### src/mie_pkg.sv
`default_nettype none
package mie_pkg;

    localparam int WIDTH_DEF = 31;
    localparam int QDEPTH_DEF = 48;

    typedef enum logic [3:0] {
        ST_IDLE,
        ST_CHECK,
        ST_DIV_START,
        ST_DIV_RUN,
        ST_DIV_DONE,
        ST_UNW_READ,
        ST_UNW_WAIT,
        ST_MUL_RUN,
        ST_UNW_SUB,
        ST_RESULT
    } mie_state_t;

    // controller to datapath
    typedef struct packed {
        logic load;      // capture inputs
        logic div_start; // start serial divide a / b
        logic div_step;  // one quotient bit
        logic push;      // write quotient, shift a,b
        logic unw_init;  // c1 = 1, c2 = 0
        logic mul_start; // start q * c1 mod m
        logic mul_step;
        logic unw_sub;   // c1 = c2 - prod, c2 = c1
        logic set_one;   // result forced to 1
        logic set_fail;  // no inverse
        logic set_ok;    // result from c1
    } mie_cmd_t;

    // datapath to controller
    typedef struct packed {
        logic bad_in;    // modulus < 2 or value == 0
        logic is_one;    // value == 1
        logic b_zero;
        logic div_last;
        logic r_zero;
        logic r_one;
        logic mul_last;
    } mie_stat_t;

endpackage
`default_nettype wire

### src/modular_inverse_euclid_top.sv
// channel   signals                          direction
// input     in_valid in_stall modulus value  into block
// output    out_valid out_stall inverse      out of block
//           no_inverse
// one item at a time: each Euclid step runs the serial divider (one
// quotient bit per cycle) and each unwinding step a shift-add modular
// multiply; the 48-entry quotient stack bounds the number of steps.
// reset is asynchronous, active low, and returns the controller to idle.
// the result register holds while out_stall is high; in_stall stays high
// from acceptance until the result beat is taken.
`default_nettype none
module modular_inverse_euclid_top
    import mie_pkg::*;
#(
    parameter int WIDTH = WIDTH_DEF,
    parameter int QUOTIENT_DEPTH = QDEPTH_DEF
) (
    input  wire logic             clk,
    input  wire logic             rst_n,
    input  wire logic             in_valid,
    output logic                  in_stall,
    input  wire logic [WIDTH-1:0] modulus,
    input  wire logic [WIDTH-1:0] value,
    output logic                  out_valid,
    input  wire logic             out_stall,
    output logic [WIDTH-1:0]      inverse,
    output logic                  no_inverse
);

    mie_cmd_t  cmd;
    mie_stat_t stat;
    logic      full, empty;

    mie_ctrl u_ctrl (
        .clk(clk), .rst_n(rst_n),
        .in_valid(in_valid), .in_stall(in_stall),
        .out_valid(out_valid), .out_stall(out_stall),
        .stat(stat), .full(full), .empty(empty), .cmd(cmd)
    );

    mie_datapath #(.WIDTH(WIDTH), .QUOTIENT_DEPTH(QUOTIENT_DEPTH)) u_dp (
        .clk(clk), .rst_n(rst_n), .cmd(cmd),
        .modulus(modulus), .value(value),
        .stat(stat), .full(full), .empty(empty),
        .inverse(inverse), .no_inverse(no_inverse)
    );

endmodule
`default_nettype wire

### src/mie_ram.sv
`default_nettype none
module mie_ram #(
    parameter int DW = 8,
    parameter int DEPTH = 16
) (
    input  wire logic                     clk,
    input  wire logic                     we,
    input  wire logic [$clog2(DEPTH)-1:0] waddr,
    input  wire logic [DW-1:0]            wdata,
    input  wire logic [$clog2(DEPTH)-1:0] raddr,
    output logic      [DW-1:0]            rdata
);

    logic [DW-1:0] mem [DEPTH];

    // one write, one registered read
    always_ff @(posedge clk)
    begin
        if (we)
        begin
            mem[waddr] <= wdata;
        end
        rdata <= mem[raddr];
    end

endmodule
`default_nettype wire

### src/mie_datapath.sv
`default_nettype none
module mie_datapath
    import mie_pkg::*;
#(
    parameter int WIDTH = WIDTH_DEF,
    parameter int QUOTIENT_DEPTH = QDEPTH_DEF
) (
    input  wire logic             clk,
    input  wire logic             rst_n,
    input  wire mie_cmd_t         cmd,
    input  wire logic [WIDTH-1:0] modulus,
    input  wire logic [WIDTH-1:0] value,
    output mie_stat_t             stat,
    output logic                  full,
    output logic                  empty,
    output logic [WIDTH-1:0]      inverse,
    output logic                  no_inverse
);

    localparam int CW = $clog2(WIDTH + 1);
    localparam int AW = $clog2(QUOTIENT_DEPTH);
    localparam int DW = $clog2(QUOTIENT_DEPTH + 1);

    logic [WIDTH-1:0] m_reg, a_reg, b_reg;
    logic [WIDTH-1:0] q_reg, r_reg;
    logic [CW-1:0]    cnt_reg;
    logic [DW-1:0]    depth_reg;
    logic [WIDTH-1:0] c1_reg, c2_reg;
    logic [WIDTH-1:0] mx_reg, mb_reg, acc_reg;
    logic [WIDTH-1:0] inv_reg;
    logic             fail_reg;
    logic [WIDTH-1:0] qrd;
    logic [WIDTH:0]   trial;
    logic [WIDTH-1:0] r_next_w;
    logic [WIDTH:0]   acc_sum, x_dbl, sub_w;

    // value == 1 is caught here; value == k * modulus + 1 runs the chain
    // and unwinds to 1 on its own
    assign stat.bad_in = (m_reg < WIDTH'(2)) || (b_reg == '0);
    assign stat.b_zero = (b_reg == '0);
    assign stat.div_last = (cnt_reg == CW'(1));
    assign stat.r_zero = (r_next_w == '0);
    assign stat.r_one = (r_next_w == WIDTH'(1));
    assign stat.mul_last = (mb_reg == '0);
    assign stat.is_one = (b_reg == WIDTH'(1));
    assign full = (depth_reg == DW'(QUOTIENT_DEPTH));
    assign empty = (depth_reg == '0);

    // restoring divide: one bit per cycle, dividend shifts out of q_reg
    assign trial = {r_reg, q_reg[WIDTH-1]} - {1'b0, b_reg};
    assign r_next_w = r_reg;

    // modular add helpers for shift-add multiply
    assign acc_sum = {1'b0, acc_reg} + {1'b0, mx_reg};
    assign x_dbl = {1'b0, mx_reg} + {1'b0, mx_reg};
    assign sub_w = (c2_reg >= acc_reg) ? {1'b0, c2_reg - acc_reg}
                                       : {1'b0, c2_reg + (m_reg - acc_reg)};

    mie_ram #(.DW(WIDTH), .DEPTH(QUOTIENT_DEPTH)) u_stack (
        .clk(clk),
        .we(cmd.push),
        .waddr(depth_reg[AW-1:0]),
        .wdata(q_reg),
        .raddr(AW'(depth_reg - DW'(1))),
        .rdata(qrd)
    );

    // control counters
    always_ff @(posedge clk or negedge rst_n)
    begin
        if (!rst_n)
        begin
            depth_reg <= '0;
            fail_reg  <= 1'b0;
            cnt_reg   <= '0;
        end
        else
        begin
            if (cmd.load)
            begin
                depth_reg <= '0;
            end
            else if (cmd.push)
            begin
                depth_reg <= depth_reg + DW'(1);
            end
            else if (cmd.mul_start)
            begin
                depth_reg <= depth_reg - DW'(1);
            end
            if (cmd.div_start)
            begin
                cnt_reg <= CW'(WIDTH);
            end
            else if (cmd.div_step)
            begin
                cnt_reg <= cnt_reg - CW'(1);
            end
            if (cmd.set_fail)
            begin
                fail_reg <= 1'b1;
            end
            else if (cmd.set_one || cmd.set_ok)
            begin
                fail_reg <= 1'b0;
            end
        end
    end

    // datapath registers
    always_ff @(posedge clk)
    begin
        if (cmd.load)
        begin
            m_reg <= modulus;
            a_reg <= modulus;
            b_reg <= value;
        end
        if (cmd.div_start)
        begin
            q_reg <= a_reg;
            r_reg <= '0;
        end
        else if (cmd.div_step)
        begin
            if (!trial[WIDTH])
            begin
                r_reg <= trial[WIDTH-1:0];
                q_reg <= {q_reg[WIDTH-2:0], 1'b1};
            end
            else
            begin
                r_reg <= {r_reg[WIDTH-2:0], q_reg[WIDTH-1]};
                q_reg <= {q_reg[WIDTH-2:0], 1'b0};
            end
        end
        if (cmd.push)
        begin
            a_reg <= b_reg;
            b_reg <= r_reg;
        end
        if (cmd.unw_init)
        begin
            c1_reg <= WIDTH'(1);
            c2_reg <= '0;
        end
        // c1 is already reduced; the raw quotient drives the bit scan
        if (cmd.mul_start)
        begin
            mx_reg  <= c1_reg;
            mb_reg  <= qrd;
            acc_reg <= '0;
        end
        else if (cmd.mul_step)
        begin
            if (mb_reg[0])
            begin
                acc_reg <= (acc_sum >= {1'b0, m_reg}) ? WIDTH'(acc_sum - {1'b0, m_reg})
                                                     : acc_sum[WIDTH-1:0];
            end
            mx_reg <= (x_dbl >= {1'b0, m_reg}) ? WIDTH'(x_dbl - {1'b0, m_reg})
                                               : x_dbl[WIDTH-1:0];
            mb_reg <= mb_reg >> 1;
        end
        if (cmd.unw_sub)
        begin
            c1_reg <= sub_w[WIDTH-1:0];
            c2_reg <= c1_reg;
        end
        if (cmd.set_one)
        begin
            inv_reg <= WIDTH'(1);
        end
        else if (cmd.set_fail)
        begin
            inv_reg <= '0;
        end
        else if (cmd.set_ok)
        begin
            inv_reg <= c1_reg;
        end
    end

    assign inverse = inv_reg;
    assign no_inverse = fail_reg;

endmodule
`default_nettype wire

### src/mie_ctrl.sv
`default_nettype none
module mie_ctrl
    import mie_pkg::*;
(
    input  wire logic      clk,
    input  wire logic      rst_n,
    input  wire logic      in_valid,
    output logic           in_stall,
    output logic           out_valid,
    input  wire logic      out_stall,
    input  wire mie_stat_t stat,
    input  wire logic      full,
    input  wire logic      empty,
    output mie_cmd_t       cmd
);

    mie_state_t state_reg, state_next;

    // state register
    always_ff @(posedge clk or negedge rst_n)
    begin
        if (!rst_n)
        begin
            state_reg <= ST_IDLE;
        end
        else
        begin
            state_reg <= state_next;
        end
    end

    // next state and commands
    always_comb
    begin
        state_next = state_reg;
        cmd = '0;
        in_stall = 1'b1;
        out_valid = 1'b0;
        unique case (state_reg)
            ST_IDLE:
            begin
                in_stall = 1'b0;
                if (in_valid)
                begin
                    cmd.load = 1'b1;
                    state_next = ST_CHECK;
                end
            end
            ST_CHECK:
            begin
                if (stat.bad_in)
                begin
                    cmd.set_fail = 1'b1;
                    state_next = ST_RESULT;
                end
                else if (stat.is_one)
                begin
                    cmd.set_one = 1'b1;
                    state_next = ST_RESULT;
                end
                else
                begin
                    state_next = ST_DIV_START;
                end
            end
            ST_DIV_START:
            begin
                if (stat.b_zero || full)
                begin
                    cmd.set_fail = 1'b1;
                    state_next = ST_RESULT;
                end
                else
                begin
                    cmd.div_start = 1'b1;
                    state_next = ST_DIV_RUN;
                end
            end
            ST_DIV_RUN:
            begin
                cmd.div_step = 1'b1;
                if (stat.div_last)
                begin
                    state_next = ST_DIV_DONE;
                end
            end
            ST_DIV_DONE:
            begin
                cmd.push = 1'b1;
                if (stat.r_zero)
                begin
                    cmd.set_fail = 1'b1;
                    state_next = ST_RESULT;
                end
                else if (stat.r_one)
                begin
                    cmd.unw_init = 1'b1;
                    state_next = ST_UNW_READ;
                end
                else
                begin
                    state_next = ST_DIV_START;
                end
            end
            ST_UNW_READ:
            begin
                if (empty)
                begin
                    cmd.set_ok = 1'b1;
                    state_next = ST_RESULT;
                end
                else
                begin
                    state_next = ST_UNW_WAIT;
                end
            end
            ST_UNW_WAIT:
            begin
                cmd.mul_start = 1'b1;
                state_next = ST_MUL_RUN;
            end
            ST_MUL_RUN:
            begin
                if (stat.mul_last)
                begin
                    state_next = ST_UNW_SUB;
                end
                else
                begin
                    cmd.mul_step = 1'b1;
                end
            end
            ST_UNW_SUB:
            begin
                cmd.unw_sub = 1'b1;
                state_next = ST_UNW_READ;
            end
            ST_RESULT:
            begin
                out_valid = 1'b1;
                if (!out_stall)
                begin
                    state_next = ST_IDLE;
                end
            end
            default:
            begin
                state_next = ST_IDLE;
            end
        endcase
    end

endmodule
`default_nettype wire

### config.mk
export PLATFORM = sky130hd
export DESIGN_NAME = modular_inverse_euclid_top
export DESIGN_NICKNAME = d
export VERILOG_FILES = /design/src/mie_pkg.sv /design/src/modular_inverse_euclid_top.sv /design/src/mie_ram.sv /design/src/mie_datapath.sv /design/src/mie_ctrl.sv
export SDC_FILE = /design/constraint.sdc
export NUM_CORES = 2
export LEC_CHECK = 0
export BUFFER_PORTS_ARGS = -buffer_cell sky130_fd_sc_hd__buf_2
export CORE_MARGIN = 1
export CORE_UTILIZATION = 25
export DETAILED_ROUTE_END_ITERATION = 8
export GPL_TIMING_DRIVEN = 1
export PLACE_DENSITY = 0.36
export SLEW_MARGIN = 40
export SYNTH_ARGS = -nofsm -noshare
export SYNTH_HDL_FRONTEND = slang
export SYNTH_SLANG_ARGS = --single-unit
### constraint.sdc
create_clock -name clk -period 9.55 [get_ports clk]
set_clock_uncertainty 0.15 [all_clocks]
set_input_delay 0.4775 -clock clk [delete_from_list [all_inputs] [get_ports clk]]
set_output_delay 0.4775 -clock clk [all_outputs]
set_load 0.02 [all_outputs]
==> impl_metrics.tcl <==
set metrics [dict create \
    outcome "complete, no violations" \
    rsz0062_at_grt "no" \
    synthFlopType "edfxtp_1" \
    grt_max_degree 100 \
    ys_seq_area_share_pct 66.1 \
    largest_reg_flops 1488 \
    timing.final.crit_share_pct 61.6 \
    post_drt_wl_per_cell_um 26.7 \
    cts.repair.resized 0 \
    yosys-top-cells-count "edfxtp_1, nand2_1, mux4_2" \
    cts.sinks 1876 \
    yosysMostFrequentCell "edfxtp_1" \
    ioPinCount 100 \
    fmax_mhz 170 \
    maxSlewViolCount 0 \
    power_density_mw_per_mm2 372 \
    clk_pin_slew_ns 0.06 \
    antenna_found_initial 8 \
    cts_tree "built" \
    tns_ns 0 \
    cp-end-kind "flop" \
    clock-root-buffer "clkbuf_16" \
    drt_iter0_markers 3301 \
    place.gp.congestion 0.814 \
    setup_viol 0 \
    async_reset_ff_share_pct 0.853 \
    grt_pass1_wl_um 381000 \
    io_buffers 99 \
    grt-ovfl-total 0 \
    grt_usage_pct 15.9 \
    nNetsFinal 5817 \
    wl_um 270000 \
    top_register "u_dp.u_stack.mem" \
    die_area_sq_mm 0.335 \
    htreeDepth 4 \
    worstSkewPairLatency_ns 0.90 \
    die_w_um 579 \
    hold_violations 0 \
    tightest_slew_ns 0.907 \
    grt_pass1_vias 48871 \
    setup.worst_path.class "reg2reg" \
    start_util_pct 25.2 \
    synth.top_cell.area_share_pct 62.6 \
    synth.area.top_cells "edfxtp_1, mux4_2, dfxtp_1, ha_1, nand2_1" \
    syn_avg_cell_area_sq_um 15.9 \
    p_total_w 0.0364 \
    syn-num-nets 5527 \
    rows 211 \
    cts_setup_buffers 0 \
    dp_hpwl_um 166000 \
    ys_warn_count 0 \
    drc_errors 0 \
    startpoint_type "flop" \
    die_h_um 579 \
    synth_top_area_cell "edfxtp_1" \
    cts_made_buffers 221 \
    synthCells 5235 \
    max-slew-margin-rel_pct 39.0 \
    via_per_inst 4.71 \
    drt_pre_antenna_iters 5 \
    drive_above_1_share_pct 20.4 \
    synthToLayoutAreaGrowth_pct 17.6 \
    drv_cap 0 \
    ys_seq_elements 1876 \
    crit_required_ns 10.17 \
    p_leak_nw 33.3 \
    worstPathArrival_ns 6.50 \
    core_sq_mm 0.331 \
    num_vias 47535 \
    vdd_drop_max_v 0.000353 \
    synth.distinct_cells 94 \
    synth_edf_count 1736 \
    cts-root-to-sink-buffers 4 \
    synth_area_sq_mm 0.0832 \
    cp_max_fo 30 \
    min_period_ns 5.88 \
    hold_class "in2reg" \
    final_antenna_net_count 0 \
]
-- cell type report --
class,count,area (sq um)
timing repair buffer,306,2390
clock buffer,290,5960
inverter,245,920
antenna,6,15.0
fill,32884,233000
tap,4366,5460
clock inverter,120,1200
multi-input combinational,2875,26900
sequential,1876,55000
-- cell families (layout without fill, tap and decap cells) --
logic type	count (synthesis)	count (layout)	synth area share (%)
multiplexers	600	600	14.3
AO/OA/AOI/OAI	788	788	6.01
XOR/XNOR	155	155	1.63
other	0	6	0
buffers and inverters	484	961	2.29
flip-flops	1876	1876	66.1
AND/OR/NAND/NOR	1106	1106	5.99
adder cells (fa/ha/maj)	226	226	3.71
-- timing repair --
| item | CTS | global route |
|---|---|---|
| setup endpoints to repair | 0 | 0 |
| hold buffers | 68 | 0 |
| endpoints found under the hold margin | 109 | 0 |
-- cell usage in the layout (no fill, tap or decap), types with 100 or more instances in the layout --
| cell type | instances |
|---|---|
| mux2i_1 | 105 |
| inv_1 | 245 |
| nand2_1 | 465 |
| edfxtp_1 | 1736 |
| o21ai_0 | 163 |
| ha_1 | 190 |
| buf_2 | 100 |
| clkbuf_16 | 225 |
| a21oi_1 | 261 |
| dfxtp_1 | 124 |
| buf_4 | 121 |
| mux4_2 | 465 |
| nor2_1 | 221 |
-- layer usage --
layer	wire length [um]	GRT usage, %
met4	6530	4.22
met2	131000	26.5
met1	123000	21.8
met3	8890	1.85
met5	0	0
-- metrics by stage --
| step | setup WS, ns | instances | util, % | instance area (sq um) | hold slack, ns |
|---|---|---|---|---|---|
| floorplan | 3.00 | 5235 | - | 83200 | 0.0319 |
| global placement | 3.44 | 9594 | 27.1 | 89700 | 0.295 |
| detailed placement | 3.82 | 9598 | 27.2 | 89900 | 0.295 |
| CTS | 3.76 | 10076 | 29.6 | 97800 | 0.163 |
| global route | 3.38 | 10079 | 29.6 | 97800 | 0.194 |
| finish | 3.67 | 10084 | 29.6 | 97800 | 0.243 |
-- critical path, stage by stage, from the launching register on --
cell and delay, ns:
dfxtp_1 0.39, ha_1 0.21, fa_1 0.29, a211oi_1 0.13
o21a_1 0.20, nor3_1 0.38, a21oi_1 0.26, o311a_1 0.38
a41oi_1 0.50, a21boi_0 0.24, xnor2_1 0.28, ha_1 0.33
nand2b_1 0.12, nand2b_1 0.06, a21oi_1 0.22, nor2b_1 0.08
o211ai_1 0.16, nand3_1 0.19, or3_4 0.68, mux2i_1 0.22
a211oi_1 0.24
-- final timing paths --
check / start / to / slack [ns] / depth (start not counted)
min in group asynchronous: rst_n / u_dp.depth_reg[3] / 0.49 / 3
worst min-delay path: modulus[20] / u_dp.m_reg[20] / 0.24 / 2
worst max register to register: u_dp.acc_reg[0] / u_dp.acc_reg[6] / 3.67 / 20
worst max-delay path: u_dp.acc_reg[0] / u_dp.acc_reg[6] / 3.67 / 20
max in group asynchronous: rst_n / u_dp.depth_reg[0] / 8.15 / 4
worst min register to register: u_dp.inverse[24] / u_dp.inverse[24] / 0.30 / 2
-- where the power goes --
part / switching [W] / internal, W
combinational: 0.0101 / 0.00653
clock: 0.00354 / 0.00493
sequential: 0.000501 / 0.0108
No activity file was read; power rests on OpenSTA's default activity.
